===== src/pcfs_pkg.sv =====
// shared types and constants for the pack precharge fault sequencer
package pcfs_pkg;

    localparam int TIMER_BITS_DEF = 12;
    localparam int TICK_W         = 12;
    localparam int CELL_W         = 16;
    localparam int FLAG_W         = 13;
    localparam int CFG_W          = 16;
    localparam int CFG_IDX_W      = 2;

    localparam logic [TICK_W-1:0] PRE_TICKS_RST = TICK_W'(2500);
    localparam logic [TICK_W-1:0] OVL_TICKS_RST = TICK_W'(500);
    localparam logic [CELL_W-1:0] LOW_CELL_RST  = CELL_W'(27500);
    localparam logic [CELL_W-1:0] HIGH_CELL_RST = CELL_W'(42000);

    // cell message count from which readings count against the limits
    localparam logic [1:0] CNT_SAT = 2'd3;

    typedef enum logic [1:0] {
        ACT_TICK   = 2'd0,
        ACT_PERMIT = 2'd1,
        ACT_ERRORS = 2'd2,
        ACT_CELL   = 2'd3
    } t_action;

    typedef enum logic [CFG_IDX_W-1:0] {
        CFG_PRE_TICKS = 2'd0,
        CFG_OVL_TICKS = 2'd1,
        CFG_LOW_CELL  = 2'd2,
        CFG_HIGH_CELL = 2'd3
    } t_cfg_idx;

    typedef enum logic [1:0] {
        PH_ARMED = 2'd0,
        PH_PRE   = 2'd1,
        PH_OVER  = 2'd2,
        PH_SPENT = 2'd3
    } t_phase;

    typedef struct packed {
        logic [1:0]        action;
        logic              contact_level;
        logic              charge_permit;
        logic              discharge_permit;
        logic [FLAG_W-1:0] error_flags;
        logic [CELL_W-1:0] lowest_cell;
        logic [CELL_W-1:0] highest_cell;
    } t_in_beat;

    typedef struct packed {
        logic charge_enable_out;
        logic solar_precharge_out;
        logic discharge_enable_out;
        logic motor_precharge_out;
        logic hazards;
        logic fault_latched;
        logic cell_fault;
    } t_out_beat;

    typedef struct packed {
        logic enable;
        logic precharge;
    } t_seq_drv;

    typedef struct packed {
        logic charge_permit;
        logic discharge_permit;
        logic faulted;
        logic general_fault;
        logic cell_fault;
        logic hazards;
    } t_flt_stat;

endpackage


===== src/pcfs_seq.sv =====
// one precharge sequence: phase machine and tick timer
module pcfs_seq
    import pcfs_pkg::*;
#(
    parameter int TIMER_BITS = TIMER_BITS_DEF
) (
    input  logic              i_clk,
    input  logic              i_rst_n,
    input  logic              i_step,
    input  logic              i_permit,
    input  logic              i_contact,
    input  logic              i_faulted,
    input  logic [TICK_W-1:0] i_pre_ticks,
    input  logic [TICK_W-1:0] i_ovl_ticks,
    output t_seq_drv          o_drv
);

    localparam int CW = (TIMER_BITS + 1 > TICK_W) ? TIMER_BITS + 1 : TICK_W;

    t_phase                r_phase, n_phase;
    logic [TIMER_BITS-1:0] r_timer, n_timer;
    logic [CW-1:0]         next_cnt;
    logic [CW-1:0]         limit;
    logic                  done;

    always_comb begin
        next_cnt = CW'({1'b0, r_timer}) + CW'(1);
        limit    = (r_phase == PH_PRE) ? CW'(i_pre_ticks) : CW'(i_ovl_ticks);
        // a short timer ends the phase at its all-ones value
        done     = (next_cnt >= limit) || (next_cnt >= CW'({TIMER_BITS{1'b1}}));
    end

    always_comb begin
        n_phase = r_phase;
        n_timer = r_timer;
        if (i_step) begin
            if (i_faulted) begin
                if (r_phase == PH_PRE || r_phase == PH_OVER) begin
                    n_phase = PH_SPENT;
                    n_timer = '0;
                end
            end else begin
                unique case (r_phase)
                    PH_ARMED: begin
                        if (i_permit && i_contact) begin
                            n_phase = PH_PRE;
                            n_timer = '0;
                        end
                    end
                    PH_PRE, PH_OVER: begin
                        if (done) begin
                            n_phase = (r_phase == PH_PRE) ? PH_OVER : PH_SPENT;
                            n_timer = '0;
                        end else begin
                            n_timer = next_cnt[TIMER_BITS-1:0];
                        end
                    end
                    PH_SPENT: begin
                    end
                    default: begin
                    end
                endcase
            end
        end
    end

    // drives follow the phase after this beat
    always_comb begin
        o_drv.enable    = (n_phase == PH_OVER) || (n_phase == PH_SPENT);
        o_drv.precharge = (n_phase == PH_PRE) || (n_phase == PH_OVER);
    end

    always_ff @(posedge i_clk) begin
        if (!i_rst_n) begin
            r_phase <= PH_ARMED;
            r_timer <= '0;
        end else begin
            r_phase <= n_phase;
            r_timer <= n_timer;
        end
    end

`ifndef SYNTHESIS
    a_spent_stays: assert property (@(posedge i_clk) disable iff (!i_rst_n)
        r_phase == PH_SPENT |=> r_phase == PH_SPENT)
        else $error("spent sequence left spent");
`endif

endmodule


===== src/pcfs_fault.sv =====
// permit holding, contact tracking, error flags and cell limit faults
module pcfs_fault
    import pcfs_pkg::*;
(
    input  logic              i_clk,
    input  logic              i_rst_n,
    input  logic              i_step,
    input  t_in_beat          i_in,
    input  logic [CELL_W-1:0] i_low_limit,
    input  logic [CELL_W-1:0] i_high_limit,
    output t_flt_stat         o_stat
);

    logic       r_chg_permit, n_chg_permit;
    logic       r_dis_permit, n_dis_permit;
    logic       r_strobe, n_strobe;
    logic       r_seen_high, n_seen_high;
    logic       r_general, n_general;
    logic       r_cell_fault, n_cell_fault;
    logic       r_first_strike, n_first_strike;
    logic [1:0] r_cell_cnt, n_cell_cnt;
    logic       out_of_range;

    assign out_of_range = (i_in.lowest_cell < i_low_limit) ||
                          (i_in.highest_cell > i_high_limit);

    always_comb begin
        n_chg_permit   = r_chg_permit;
        n_dis_permit   = r_dis_permit;
        n_strobe       = r_strobe;
        n_seen_high    = r_seen_high;
        n_general      = r_general;
        n_cell_fault   = r_cell_fault;
        n_first_strike = r_first_strike;
        n_cell_cnt     = r_cell_cnt;
        if (i_step) begin
            unique case (t_action'(i_in.action))
                ACT_TICK: begin
                    n_seen_high = r_seen_high | i_in.contact_level;
                    if (n_seen_high && !i_in.contact_level) begin
                        n_general = 1'b1;
                    end
                end
                ACT_PERMIT: begin
                    n_chg_permit = i_in.charge_permit;
                    n_dis_permit = i_in.discharge_permit;
                end
                ACT_ERRORS: begin
                    n_strobe = |i_in.error_flags;
                    if (n_strobe) begin
                        n_general = 1'b1;
                    end
                end
                ACT_CELL: begin
                    if (r_cell_cnt != CNT_SAT) begin
                        n_cell_cnt = r_cell_cnt + 2'd1;
                    end
                    // first violation only arms, the second one latches
                    if (out_of_range && n_cell_cnt == CNT_SAT) begin
                        if (!r_first_strike) begin
                            n_first_strike = 1'b1;
                        end else begin
                            n_cell_fault = 1'b1;
                        end
                    end
                end
                default: begin
                end
            endcase
        end
    end

    always_comb begin
        o_stat.charge_permit    = r_chg_permit;
        o_stat.discharge_permit = r_dis_permit;
        o_stat.faulted          = n_general || n_cell_fault;
        o_stat.general_fault    = n_general;
        o_stat.cell_fault       = n_cell_fault;
        o_stat.hazards          = n_strobe || n_general || n_cell_fault;
    end

    always_ff @(posedge i_clk) begin
        if (!i_rst_n) begin
            r_chg_permit   <= 1'b0;
            r_dis_permit   <= 1'b0;
            r_strobe       <= 1'b0;
            r_seen_high    <= 1'b0;
            r_general      <= 1'b0;
            r_cell_fault   <= 1'b0;
            r_first_strike <= 1'b0;
            r_cell_cnt     <= '0;
        end else begin
            r_chg_permit   <= n_chg_permit;
            r_dis_permit   <= n_dis_permit;
            r_strobe       <= n_strobe;
            r_seen_high    <= n_seen_high;
            r_general      <= n_general;
            r_cell_fault   <= n_cell_fault;
            r_first_strike <= n_first_strike;
            r_cell_cnt     <= n_cell_cnt;
        end
    end

`ifndef SYNTHESIS
    a_general_sticky: assert property (@(posedge i_clk) disable iff (!i_rst_n)
        r_general |=> r_general)
        else $error("general fault cleared without reset");
    a_cell_needs_strike: assert property (@(posedge i_clk) disable iff (!i_rst_n)
        r_cell_fault |-> r_first_strike && r_cell_cnt == CNT_SAT)
        else $error("cell fault without earlier strike");
    a_cell_sticky: assert property (@(posedge i_clk) disable iff (!i_rst_n)
        r_cell_fault |=> r_cell_fault)
        else $error("cell fault cleared without reset");
`endif

endmodule


===== src/pack_precharge_fault_sequencer.sv =====
// top level: config registers, input and result registers, sequencers
// Contactor controller for a battery pack. Each input beat is a tick, a relay
// permit message, an error flags message or a cell voltage message, and each
// beat yields exactly one result beat carrying the drive and fault state after
// it. One beat is taken every clock while o_in_stall is low; a result passes
// through the input register, then the result register behind the state
// update. While a finished result waits on a stalled output, the input
// register still takes one more beat, and then the input stalls until the
// result moves. The charge and discharge sequences each run once after reset:
// on a tick with permit held, contact high and no fault they precharge for
// precharge_ticks ticks, then hold enable and precharge together for
// overlap_ticks ticks, then leave enable alone. A contact drop after contact
// was seen high, any nonzero error flag, or a second out-of-range cell reading
// from the third message on latches a fault that forces all drives off until
// reset. The user must write configuration only while no beat is in flight;
// the block itself does not enforce it.
module pack_precharge_fault_sequencer
    import pcfs_pkg::*;
#(
    parameter int TIMER_BITS = TIMER_BITS_DEF
) (
    input  logic                 i_clk,
    input  logic                 i_rst_n,
    input  logic                 i_in_valid,
    output logic                 o_in_stall,
    input  t_in_beat             i_in_data,
    output logic                 o_out_valid,
    input  logic                 i_out_stall,
    output t_out_beat            o_out_data,
    input  logic                 i_cfg_we,
    input  logic [CFG_IDX_W-1:0] i_cfg_index,
    input  logic [CFG_W-1:0]     i_cfg_data
);

    logic [TICK_W-1:0] r_pre_ticks;
    logic [TICK_W-1:0] r_ovl_ticks;
    logic [CELL_W-1:0] r_low_limit;
    logic [CELL_W-1:0] r_high_limit;

    logic      r_in_valid;
    t_in_beat  r_in;
    logic      r_out_valid;
    t_out_beat r_out, n_out;

    logic      out_free;
    logic      advance;
    logic      tick_step;
    t_flt_stat stat;
    t_seq_drv  chg_drv;
    t_seq_drv  dis_drv;

    assign out_free   = !r_out_valid || !i_out_stall;
    assign advance    = r_in_valid && out_free;
    assign o_in_stall = r_in_valid && !out_free;
    assign tick_step  = advance && (t_action'(r_in.action) == ACT_TICK);

    always_ff @(posedge i_clk) begin
        if (!i_rst_n) begin
            r_pre_ticks  <= PRE_TICKS_RST;
            r_ovl_ticks  <= OVL_TICKS_RST;
            r_low_limit  <= LOW_CELL_RST;
            r_high_limit <= HIGH_CELL_RST;
        end else if (i_cfg_we) begin
            unique case (t_cfg_idx'(i_cfg_index))
                CFG_PRE_TICKS: r_pre_ticks  <= i_cfg_data[TICK_W-1:0];
                CFG_OVL_TICKS: r_ovl_ticks  <= i_cfg_data[TICK_W-1:0];
                CFG_LOW_CELL:  r_low_limit  <= i_cfg_data[CELL_W-1:0];
                CFG_HIGH_CELL: r_high_limit <= i_cfg_data[CELL_W-1:0];
                default: begin
                end
            endcase
        end
    end

    always_ff @(posedge i_clk) begin
        if (!i_rst_n) begin
            r_in_valid <= 1'b0;
        end else if (!o_in_stall) begin
            r_in_valid <= i_in_valid;
        end
    end

    always_ff @(posedge i_clk) begin
        if (i_in_valid && !o_in_stall) begin
            r_in <= i_in_data;
        end
    end

    pcfs_fault u_fault (
        .i_clk        (i_clk),
        .i_rst_n      (i_rst_n),
        .i_step       (advance),
        .i_in         (r_in),
        .i_low_limit  (r_low_limit),
        .i_high_limit (r_high_limit),
        .o_stat       (stat)
    );

    pcfs_seq #(
        .TIMER_BITS (TIMER_BITS)
    ) u_chg_seq (
        .i_clk       (i_clk),
        .i_rst_n     (i_rst_n),
        .i_step      (tick_step),
        .i_permit    (stat.charge_permit),
        .i_contact   (r_in.contact_level),
        .i_faulted   (stat.faulted),
        .i_pre_ticks (r_pre_ticks),
        .i_ovl_ticks (r_ovl_ticks),
        .o_drv       (chg_drv)
    );

    pcfs_seq #(
        .TIMER_BITS (TIMER_BITS)
    ) u_dis_seq (
        .i_clk       (i_clk),
        .i_rst_n     (i_rst_n),
        .i_step      (tick_step),
        .i_permit    (stat.discharge_permit),
        .i_contact   (r_in.contact_level),
        .i_faulted   (stat.faulted),
        .i_pre_ticks (r_pre_ticks),
        .i_ovl_ticks (r_ovl_ticks),
        .o_drv       (dis_drv)
    );

    always_comb begin
        n_out.charge_enable_out    = !stat.faulted && chg_drv.enable;
        n_out.solar_precharge_out  = !stat.faulted && chg_drv.precharge;
        n_out.discharge_enable_out = !stat.faulted && dis_drv.enable;
        n_out.motor_precharge_out  = !stat.faulted && dis_drv.precharge;
        n_out.hazards              = stat.hazards;
        n_out.fault_latched        = stat.general_fault;
        n_out.cell_fault           = stat.cell_fault;
    end

    always_ff @(posedge i_clk) begin
        if (!i_rst_n) begin
            r_out_valid <= 1'b0;
        end else if (out_free) begin
            r_out_valid <= r_in_valid;
        end
    end

    always_ff @(posedge i_clk) begin
        if (advance) begin
            r_out <= n_out;
        end
    end

    assign o_out_valid = r_out_valid;
    assign o_out_data  = r_out;

`ifndef SYNTHESIS
    a_fault_drives_off: assert property (@(posedge i_clk) disable iff (!i_rst_n)
        o_out_valid && (o_out_data.fault_latched || o_out_data.cell_fault) |->
            !(o_out_data.charge_enable_out || o_out_data.solar_precharge_out ||
              o_out_data.discharge_enable_out || o_out_data.motor_precharge_out))
        else $error("drive high while a fault is latched");
`endif

endmodule


===== config.mk =====
export PLATFORM = sky130hd
export DESIGN_NAME = pack_precharge_fault_sequencer
export DESIGN_NICKNAME = d
export VERILOG_FILES = /design/src/pcfs_pkg.sv /design/src/pcfs_seq.sv /design/src/pcfs_fault.sv /design/src/pack_precharge_fault_sequencer.sv
export SDC_FILE = /design/constraint.sdc
export NUM_CORES = 1
export LEC_CHECK = 0
export BUFFER_PORTS_ARGS = -buffer_cell sky130_fd_sc_hd__buf_2
export CORE_MARGIN = 2
export CORE_UTILIZATION = 35
export DETAILED_ROUTE_END_ITERATION = 12
export PLACE_DENSITY = 0.62
export SETUP_SLACK_MARGIN = 0.4
export SYNTH_ARGS = -nofsm -noshare
export SYNTH_HDL_FRONTEND = slang
export SYNTH_HIERARCHICAL = 1
export SYNTH_SLANG_ARGS = --single-unit

===== constraint.sdc =====
create_clock -name i_clk -period 6.34 [get_ports i_clk]
set_clock_uncertainty 0.05 [all_clocks]
set_input_delay 0.317 -clock i_clk [delete_from_list [all_inputs] [get_ports i_clk]]
set_output_delay 0.317 -clock i_clk [all_outputs]
set_load 0.05 [all_outputs]

### Yosys cells after proc, flatten, opt, wreduce, memory -nomap -nowiden

Index checks and enable logic that the tools add are counted.

| storage, ports and cells | value |
|---|---|
| register bits | 152 |
| logic and storage cells | 153 |
| latch bits | 0 |
| bits in read-only memories | 0 |
| output and inout port bits | 9 |
| memories kept | 0 |
| RAM bits | 0 |

| operators by class | value |
|---|---|
| divide/modulo/power cells | 0 |
| equality and inequality tests | 22 |
| bitwise logic cells | 1 |
| multiplexer cells | 39 |
| shifts and indexed selects | 0 |
| $lt $le $gt $ge | 6 |
| multiply operators | 0 |
| add/sub/neg operators | 3 |
| reductions and logical operators | 50 |

Operator list:

| kind | count |
|---|---|
| two-way mux 12 bit | 10 |
| case mux 12 bit (2 select lines) | 2 |
| adder 12 x 1 -> 13 bit (second input constant) | 2 |
| >= comparator 13 x 12 -> 1 bit (second input constant) | 2 |
| >= comparator 13 bit | 2 |
| two-way mux 2 bit | 13 |
| equality test 2 bit (second input constant) | 11 |
| greater-than comparator 16 bit | 1 |
| less-than comparator 16 bit | 1 |
| AND reduction 2 bit | 7 |
| logical OR 1 bit | 13 |
| OR reduction 13 bit | 1 |
| equality test 2 x 1 -> 1 bit (second input constant) | 6 |
| logical AND 1 bit | 12 |
| two-way mux 1 bit | 11 |
| zero test 2 bit | 4 |
| case mux 2 bit (2 select lines) | 2 |
| AND reduction 4 bit | 2 |
| zero test 1 bit | 6 |
| nonzero test 3 bit | 2 |
| != test 2 bit (second input constant) | 2 |
| OR reduction 2 bit | 2 |
| != test 3 x 1 -> 1 bit (second input constant) | 1 |
| != test 3 x 2 -> 1 bit (second input constant) | 1 |
| other kinds (5) | 5 |

### Depth between registers and ports, before layout

Gate-level depths: netlist of run 1.

| logic depth | value |
|---|---|
| depth in word-level cells | 15 |
| gate-level depth with buffers | 17 |
| depth with buffers taken out | 17 |

### Hierarchy

Netlist of run 1, hierarchy kept.

Modules (own cells, without submodules):

| module | cells each | area an instance (µm²) | seq. area each (µm²) | instances |
|---|---|---|---|---|
| pack_precharge_fault_sequencer | 289 | 4042.6 | 2872.8 | 1 |
| pcfs_seq | 177 | 1415.1 | 280.3 | 2 |
| pcfs_fault | 163 | 1252.5 | 180.2 | 1 |

### Worst setup path after synthesis of run 1

OpenSTA, ideal clock, no wires.

| timing | value |
|---|---|
| path type | flip-flop to flip-flop |
| start | register r_out_valid, in the netlist o_out_valid |
| end | register r_out (netlist bit o_out_data[4]), data pin |
| buffers on the path | 1 |
| arrival | 3.732 ns |
| stages on the path, launching flop included | 15 |
| path slack | 2.288 ns |
| clock period less this slack | 4.052 ns |
| cells stage by stage | dfxtp_1 > a21boi_0 > and3_1 > clkbuf_1 > nand3_1 > a211oi_1 > a311oi_2 > nand2_1 > o21ai_0 > a211o_1 > a21o_1 > o311a_4 > ha_1 > o21bai_2 > nor2b_1 |

RTL lines:

| item | RTL line | text |
|---|---|---|
| from (decl) | pack_precharge_fault_sequencer.sv:42 | `logic r_out_valid;` |
| from (signal assigned) | pack_precharge_fault_sequencer.sv:141 | `r_out_valid <= r_in_valid;` |
| to (signal assigned) | pack_precharge_fault_sequencer.sv:147 | `r_out <= n_out;` |
| to (decl) | pack_precharge_fault_sequencer.sv:43 | `t_out_beat r_out, n_out;` |

==> key figures, run 1 <==
STA
  – Final hold vios: 0
  – Worst slew margin: 24.0%
  – Final period utilization: 76.9%
  – Max Slew Vio Count: 0
  – Final setup viols: 0
  – Setup TNS: 0 ns
  – Maximum clock rate: 205 MHz
  – RSZ-0062 raised after global routing: no
  – Period minus WS final: 4.88 ns
  – Worst-margin pin slew: 1.14 ns

Synthesis
  – Ranking of synthesized cells by area: dfxtp_1 23%, edfxtp_1 21%, ha_1 10%, mux2i_1 9.4%, nand2_1 4.5%
  – Syn nets: 946
  – Post-synthesis sequential area ratio: 44.5%
  – Syn avg cell area: 10.1 um2
  – Mapped Area: 0.00813 mm2
  – Number of synthesized register bits: 152
  – Area leader, netlist: dfxtp_1
  – Yosys warnings: 6
  – Distinct cells, synth: 60
  – Post-synth EDFFs: 57
  – Synth Flop Type: dfxtp_1
  – Post-Synthesis Cells: 806
  – Area share of the largest cell type after synthesis: 23.4%
  – Post-synth ARST share: 0%

Global route
  – Grt total ovfl: 0
  – Antenna violations before repair: 1
  – Global-route wire length before repair: 28300 um
  – Vias in the first global route: 5603
  – GRT Total Usage: 14.7%
  – Largest net degree at the start of global routing: 72

Clock network
  – Clock Latency Late Sink: 0.42 ns
  – CTS root buffer: clkbuf_16
  – Postcts setup bufs: 0
  – Clock transition at path regs: 0.07 ns
  – Post-CTS Resized: 0
  – CTS tree: built
  – H-tree levels: 4
  – Hold-fix buffers at CTS: 18
  – TritonCTS buffer count: 17
  – CTS max path bufs: 2
  – CTS sink count: 152

Finish
  – Non-Filler Instances: 1204
  – P&R area growth vs syn: 18.6%
  – Post-route cell area: 0.00964 mm2
  – Layout cells sized above 1: 15.8%
  – # diodes: 0
  – Net count, final: 1046
  – Fin util: 42.4%

Drt
  – DR WL/cell: 14.5 um
  – Post-route DRC: 0
  – Routed Antenna Nets: 0
  – DR iter-0 viols: 275
  – Total iterations of the first detailed-routing run: 5
  – Vias per Instance: 4.96
  – WL final: 17400 um
  – Vias: 5966

Die
  – Core Rows: 55
  – Die area: 0.0245 mm2
  – Starting Density: 35.8%
  – Die Ht: 156 um
  – Core ar.: 0.0227 mm2
  – I/O Pins: 82
  – Die Wd: 156 um

Power and ir drop
  – VDD IR-drop max: 0.000141 V
  – PwrDens: 237 mW/mm2
  – Pwr Total: 2.28 mW
  – Leakage: 4.18 nW

Setup path
  – Arrival @ worst endpoint: 5.18 ns
  – Critical path data required time: 6.64 ns
  – Startpoint class of the critical path: register
  – Crit Path Max Fanout: 20
  – Worst reg2reg path depth: 12
  – Kind of critical path: register to register
  – Nature of the critical path endpoint: register

Placed design
  – PortBufs: 81
  – RePlAce Congestion: 0.806
  – Cells after DPL: 1143
  – Placed cell areas: 0.00875 mm2
  – DPL Wire Length: 12500 um

Status
  – Outcome: completed

Worst hold path
  – Worst min-delay path category: primary input to register
  – Worst hold path stage count: 1

Flow run
  – MaxCap Viol Count: 0
-- cells by family after synthesis --
logic type	Yosys count	synth area share, %
flip-flops	152	44.5
AO/OA/AOI/OAI	122	10.6
XOR/XNOR	16	1.72
adder cells (fa/ha/maj)	67	10.3
buffers and inverters	98	5.25
AND/OR/NAND/NOR	273	18.0
multiplexers	78	9.64
-- layout make-up --
class                      count  area, um2
fill                        2192      13100
multi-input combinational    556       4090
sequential                   152       3610
timing repair buffer         115        736
clock buffer                  18        439
tap                          285        357
inverter                      64        240
clock inverter                14        161
-- state kept, by name, summed over array words and instances (netlist names), 2 cells and up --
| signal | flops |
|---|---|
| r_in | 50 |
| r_high_limit | 16 |
| r_low_limit | 16 |
| r_ovl_ticks | 12 |
| r_pre_ticks | 12 |
| u_chg_seq/r_timer | 12 |
| u_dis_seq/r_timer | 12 |
| o_out_data | 7 |
| u_chg_seq/r_phase | 2 |
| u_dis_seq/r_phase | 2 |
| u_fault/r_cell_cnt | 2 |
-- report_power, final --
group / internal (mW) / switching (mW)
Combinational: 0.0806 / 0.0980
Sequential: 1.05 / 0.0174
Clock: 0.601 / 0.434
-- cells in the final DEF, fill, tap and decap left out, types with 9 or more instances in the layout --
cell	n
mux2i_1	76
nor3_1	10
nand3_1	18
buf_2	80
o21ai_0	22
inv_1	64
nand4_1	9
nor2_1	25
clkbuf_16	17
edfxtp_1	57
dfxtp_1	95
a21oi_1	24
nand2_1	98
ha_1	67
nor2b_1	54
dlygate4sd3_1	29
a22oi_1	14
-- metrics by stage --
stage               setup slack, ns  hold WS (ns)
finish                         1.46        0.0199
global route                  0.968       0.00102
CTS                            1.55      0.000343
detailed placement             1.59         0.397
global placement               1.64         0.391
floorplan                      2.29         0.366
-- metal layers --
| layer | part of all wire [%] | vias up | wire length (um) | GRT usage [%] |
|---|---|---|---|---|
| li1 | - | 3046 | - | - |
| met1 | 49 | 2814 | 8500 | 19.4 |
| met2 | 47 | 92 | 8190 | 24.3 |
| met3 | 3.3 | 14 | 566 | 3.52 |
| met4 | 0.91 | 0 | 159 | 3.36 |
| met5 | 0 | - | 0 | 0 |
-- synth_stat cells (all sizes together), types with 6 or more instances --
master	instances
a21oi	25
a21boi	9
nand3	20
o211ai	6
a21o	6
nand4	10
dfxtp	95
o21ai	25
nand4b	7
nor2	25
nand2b	8
inv	64
edfxtp	57
a211oi	7
xor2	8
ha	67
mux2i	76
clkbuf	18
nor2b	57
o21a	8
nand2	98
xnor2	8
a22oi	14
nor4	7
nor3	10
buf	16
-- path summary, 6_finish.rpt --
check | start | end | slack, ns
hold / removal | i_in_data[30] | r_in[30] | 0.02
setup reg to reg | r_in[14] | u_dis_seq/r_timer[5] | 1.46
hold reg to reg | r_high_limit[14] | r_high_limit[14] | 0.41
setup / recovery | r_in[14] | u_dis_seq/r_timer[5] | 1.46
-- worst max-delay path, cell delays in order (launching register included) --
cell and delay [ns]:
edfxtp_1 0.37, ha_1 0.34, nand4_1 0.17, nor4_1 0.48, nand2_1 0.22, a311oi_2 0.50, nand2_1 0.45, nand2b_1 0.32
o21ai_0 0.16, nand2_1 0.30, nor4b_2 1.02, o21ai_0 0.22, a21boi_0 0.20
Power figures use the tool's default switching activity.
==> run 2: changes to the inputs <==
Clock period 6.34 ns to 4.6 ns, I/O delays scaled along.
==> run 2 against run 1 <==
Net effect:
- critical path depth is 3 higher
- first-iteration DRC count is 6.9% higher
- non-clock buffer count is 30 higher
- cell count is 2.6% higher
==> key figures, run 2 (synthesis results as in run 1) <==
Finish
  – Layout cells sized above 1: 16.8%
  – Multi-input logic area: 0.00412 mm2
  – Filler cell count: 2156
  – Most common cell after layout, fill and taps aside: nand2_1
  – Max reg flops: 50
  – Commonest cells after routing, fill and taps aside: 98 x nand2_1, 93 x dfxtp_1, 80 x buf_2, 76 x mux2i_1, 67 x ha_1
  – Fin util: 43.8%
  – Biggest regs: r_in: 50 flops, r_high_limit: 16 flops, r_low_limit: 16 flops
  – Biggest register: r_in
  – P&R area growth vs syn: 22.5%
  – Net count, final: 1076
  – Register area: 0.00362 mm2

Setup path
  – Startpoint class of the critical path: register
  – Nature of the critical path endpoint: register
  – Arrival @ worst endpoint: 4.10 ns
  – Reg2Reg Setup Slack: 0.63 ns
  – Slowest stage delay, CP: 0.51 ns
  – Reg2reg start: u_chg_seq/r_timer[1]
  – CP delay by family, top: compound AO/OA/AOI/OAI gates
  – Critical path data required time: 4.73 ns
  – Crit Path Max Fanout: 6
  – WP buf/inv: 1
  – Most frequent cell on the critical path: ha_1
  – Slowest cell on the critical path: or4_4
  – RR Endpoint: o_out_data[6]
  – Kind of critical path: register to register
  – Worst path cell trace: ha_1 > nand3_2 > or4_4 > xor2_1 > inv_1 > ha_1 > a21o_1 > a21oi_1 > o21ai_0 > a211oi_2 > nand2_1 > o311a_4 > ha_1 > o21bai_2 > nor2b_1
  – Worst reg2reg path depth: 15

Global route
  – GRT Total Usage: 15.4%
  – Largest net degree at the start of global routing: 100
  – Vias in the first global route: 6075
  – Grt total ovfl: 0
  – Global-route wire length before repair: 29800 um
  – Antenna violations before repair: 1

Die
  – I/O Pins: 82
  – Die Wd: 156 um
  – Die area: 0.0245 mm2
  – Core ar.: 0.0227 mm2
  – Die Ht: 156 um
  – Core Rows: 55
  – Starting Density: 35.8%

Placed design
  – DPL Wire Length: 12800 um
  – RePlAce Congestion: 0.815
  – Setup WS pre-CTS: 0.529 ns
  – PortBufs: 81

Flow run
  – MaxCap Viol Count: 0

Clock network
  – Clock transition at path regs: 0.07 ns
  – CTS sink count: 152
  – TritonCTS buffer count: 17
  – Postcts setup bufs: 0
  – CTS tree: built
  – CTS root buffer: clkbuf_16
  – CTS max path bufs: 2
  – Clock Latency Late Sink: 0.42 ns
  – H-tree levels: 4

Drt
  – Vias: 6062
  – Total iterations of the first detailed-routing run: 4
  – Post-route DRC: 0
  – Met2 wire len: 8760 um
  – DR iter-0 viols: 294
  – Wire length on met3: 542 um
  – Routed Antenna Nets: 0
  – WL met1: 8550 um
  – Vias per Instance: 4.91
  – WL final: 18000 um
  – DR WL/cell: 14.6 um
  – Top Metal Used: met4

STA
  – RSZ-0062 raised after global routing: no
  – Worst Slack Setup Final: 0.629 ns
  – Period minus WS final: 3.97 ns
  – Maximum clock rate: 252 MHz
  – Final hold vios: 0
  – Final setup viols: 0
  – Worst slew margin: 38.5%
  – Final hold slack: 0.0226 ns
  – Worst-margin pin slew: 0.923 ns
  – Final period utilization: 86.3%
  – Max Slew Vio Count: 0
  – Setup TNS: 0 ns

Worst hold path
  – Hold path start: i_cfg_data[15]
  – Worst Hold End: r_low_limit[15]
  – Worst hold path stage count: 3
  – Worst min-delay path category: primary input to register

Power and ir drop
  – VDD IR-drop max: 0.000223 V
  – Leakage: 4.31 nW
  – PwrDens: 318 mW/mm2
  – Pwr Total: 3.16 mW

Status
  – Outcome: completed
run 2: metal layers:
layer	up-vias	GRT usage, %
met2	83	25.6
li1	3105	-
met5	-	0
met4	0	4.24
met3	17	3.41
met1	2857	20.2
run 2: where the power goes:
group          leakage (nW)  total, mW  internal [mW]  switching [mW]
registers              1.33       1.47           1.45          0.0239
clock network         0.292       1.43          0.821           0.606
logic                  2.69      0.264          0.124           0.140
run 2: repair_timing:
| item | 4_1_cts | 5_1_grt |
|---|---|---|
| endpoints found under the setup margin | 0 | 5 |
| hold buffers | 51 | 0 |
| gates resized for setup | 0 | 6 |
| hold endpoints to repair | 51 | 0 |
run 2: area by class of cell:
class	count	share of cell area, %
multi-input cells	556	41.4
flip-flops and latches	152	36.3
repair buffers	145	10.2
clock buffers	17	4.27
well taps	285	3.58
inverters	64	2.41
clock inverters	15	1.81
diodes	1	0.0251
run 2: worst max path at each step:
stage | start | to | slack [ns] | cells past startpoint
6_report | u_chg_seq/r_timer[1] | o_out_data[6] | 0.63 | 15
5_1_grt | u_chg_seq/r_timer[1] | o_out_data[6] | 0.40 | 15
4_1_cts | u_chg_seq/r_timer[0] | o_out_data[6] | 0.51 | 15
3_5_place_dp | u_dis_seq/r_timer[0] | o_out_data[4] | 0.53 | 15
3_3_place_gp | u_dis_seq/r_timer[0] | o_out_data[4] | 0.61 | 15
2_1_floorplan | o_out_valid | o_out_data[4] | 0.55 | 14
run 2: worst register-to-register path, cell delays in order, from the launching register on:
cell	delay (ns)
dfxtp_1	0.41
ha_1	0.26
nand3_2	0.16
or4_4	0.51
xor2_1	0.23
inv_1	0.09
ha_1	0.31
a21o_1	0.16
a21oi_1	0.15
o21ai_0	0.12
a211oi_2	0.27
nand2_1	0.12
o311a_4	0.39
ha_1	0.18
o21bai_2	0.17
nor2b_1	0.12
run 2: metrics by stage:
| step | std cells | instance area, um2 |
|---|---|---|
| 6_report | 1235 | 9950 |
| 5_1_grt | 1234 | 9950 |
| 4_1_cts | 1234 | 9920 |
| 3_5_place_dp | 1151 | 8810 |
| 3_3_place_gp | 1151 | 8810 |
| 2_1_floorplan | 806 | 8130 |
==> run 3: changes to the inputs <==
Settings changed: MAX_ROUTING_LAYER set to met4.
==> run 3 against run 2 <==
Net effect:
- hold slack worse by 0.0023 ns
- largest cell class unchanged
- die area stayed put
- wire length is 0.32% higher
- clock-buffer cell count stayed put
- cell count stayed put
- register-to-register slack hardly changed
- power hardly changed
==> key figures, run 3 (synthesis results as in run 1) <==
Status
  – Outcome: completed

Finish
  – P&R area growth vs syn: 22.5%
  – Layout cells sized above 1: 16.8%
  – Filler cell count: 2158
  – Net count, final: 1076
  – Biggest register: r_in
  – Non-Filler Instances: 1235
  – Commonest cells after routing, fill and taps aside: 98 x nand2_1, 93 x dfxtp_1, 80 x buf_2, 76 x mux2i_1, 67 x ha_1
  – Biggest regs: r_in: 50 flops, r_high_limit: 16 flops, r_low_limit: 16 flops
  – Most common cell after layout, fill and taps aside: nand2_1
  – Max reg flops: 50

Die
  – I/O Pins: 82
  – Die Wd: 156 um
  – Core ar.: 0.0227 mm2
  – Die area: 0.0245 mm2
  – Die Ht: 156 um
  – Starting Density: 35.8%
  – Core Rows: 55

Power and ir drop
  – Gate power share: 8.3%
  – VDD IR-drop max: 0.000223 V
  – Sw Share: 24.3%
  – Sw Pwr: 769 uW
  – PwrDens: 318 mW/mm2
  – Pwr Total: 3.16 mW
  – P_int: 2.39 mW
  – Sequential share of power: 46.6%
  – Clock share of power: 45.1%
  – Leakage: 4.31 nW

STA
  – Maximum clock rate: 252 MHz
  – RSZ-0062 raised after global routing: no
  – Setup TNS: 0 ns
  – Final hold slack: 0.0203 ns
  – Worst slew margin: 38.8%
  – Final setup viols: 0
  – Max Slew Vio Count: 0
  – Worst-margin pin slew: 0.919 ns
  – Period minus WS final: 3.97 ns
  – Final hold vios: 0
  – Final period utilization: 86.2%

Drt
  – DR iter-0 viols: 327
  – WL final: 18100 um
  – Vias: 6071
  – Routed Antenna Nets: 0
  – Post-route DRC: 0
  – Vias per Instance: 4.92
  – DR WL/cell: 14.7 um
  – Total iterations of the first detailed-routing run: 4

Setup path
  – Crit Path Max Fanout: 6
  – Kind of critical path: register to register
  – Arrival @ worst endpoint: 4.09 ns
  – Nature of the critical path endpoint: register
  – Reg2Reg Setup Slack: 0.63 ns
  – Critical path data required time: 4.73 ns
  – Startpoint class of the critical path: register

Placed design
  – Cells after DPL: 1151
  – DPL Wire Length: 12800 um
  – PortBufs: 81
  – RePlAce Congestion: 0.827

Clock network
  – CTS tree: built
  – Clock Latency Late Sink: 0.42 ns
  – TritonCTS buffer count: 17
  – Clock transition at path regs: 0.07 ns
  – CTS sink count: 152
  – H-tree levels: 4
  – CTS root buffer: clkbuf_16
  – CTS max path bufs: 2

Global route
  – Grt total ovfl: 0
  – GRT Total Usage: 15.9%
  – Largest net degree at the start of global routing: 100
  – Vias in the first global route: 6065
  – Antenna violations before repair: 1
  – Global-route wire length before repair: 29900 um

Worst hold path
  – Worst min-delay path category: primary input to register

Flow run
  – MaxCap Viol Count: 0
## run 3: stage by stage
step,cell area (um2),util [%],setup WS (ns)
detailed placement,8810,38.8,0.529
global placement,8810,38.8,0.605
finish,9950,43.8,0.634
floorplan,8130,-,0.548
CTS,9920,43.7,0.507
global route,9950,43.8,0.401
## run 3: cell type report
class | count | area, um2 | area share, %
clock buffers | 17 | 425 | 4.27
multi-input cells | 556 | 4120 | 41.4
well taps | 285 | 357 | 3.58
clock inverters | 15 | 180 | 1.81
flip-flops and latches | 152 | 3620 | 36.3
diodes | 1 | 2.50 | 0.0251
repair buffers | 145 | 1020 | 10.2
inverters | 64 | 240 | 2.41
## run 3: what timing repair did
| action | 4_1_cts | 5_1_grt |
|---|---|---|
| endpoints found under the setup margin | 0 | 5 |
| resized for setup | 0 | 6 |
| hold endpoints to repair | 51 | 0 |
| buffers inserted | 0 | 0 |
| hold buffers | 51 | 0 |
## run 3: layer usage
layer  vias up  wire, um  track usage (%)
met5         -         0                -
met4         0       216             4.24
met3        16       520             3.35
met2        83      8760             25.6
met1      2866      8600             20.5
li1       3106         -                -
## run 3: path summary, 6_finish.rpt
check	to	cells after the start	start
worst max-delay path	o_out_data[6]	15	u_chg_seq/r_timer[1]
worst min-delay path	r_low_limit[15]	3	i_cfg_data[15]
worst min register to register	r_low_limit[1]	2	r_low_limit[1]
worst max register to register	o_out_data[6]	15	u_chg_seq/r_timer[1]
## run 3: power by group through the flow
stage	Sequential (mW)	Clock, mW	Combinational [mW]
final	1.47	1.43	0.264
after CTS	1.47	1.47	0.264
after global routing	1.48	1.52	0.294
after detailed placement	1.50	0	0.229
after global placement	1.50	0	0.225
after floorplan	1.51	0	0.143
## run 3: critical path: stages, from the launching register on
cell and delay (ns):
dfxtp_1 0.41, ha_1 0.26, nand3_2 0.16, or4_4 0.51, xor2_1 0.23, inv_1 0.09, ha_1 0.31, a21o_1 0.16
a21oi_1 0.15, o21ai_0 0.12, a211oi_2 0.27, nand2_1 0.13, o311a_4 0.39, ha_1 0.17, o21bai_2 0.17, nor2b_1 0.12
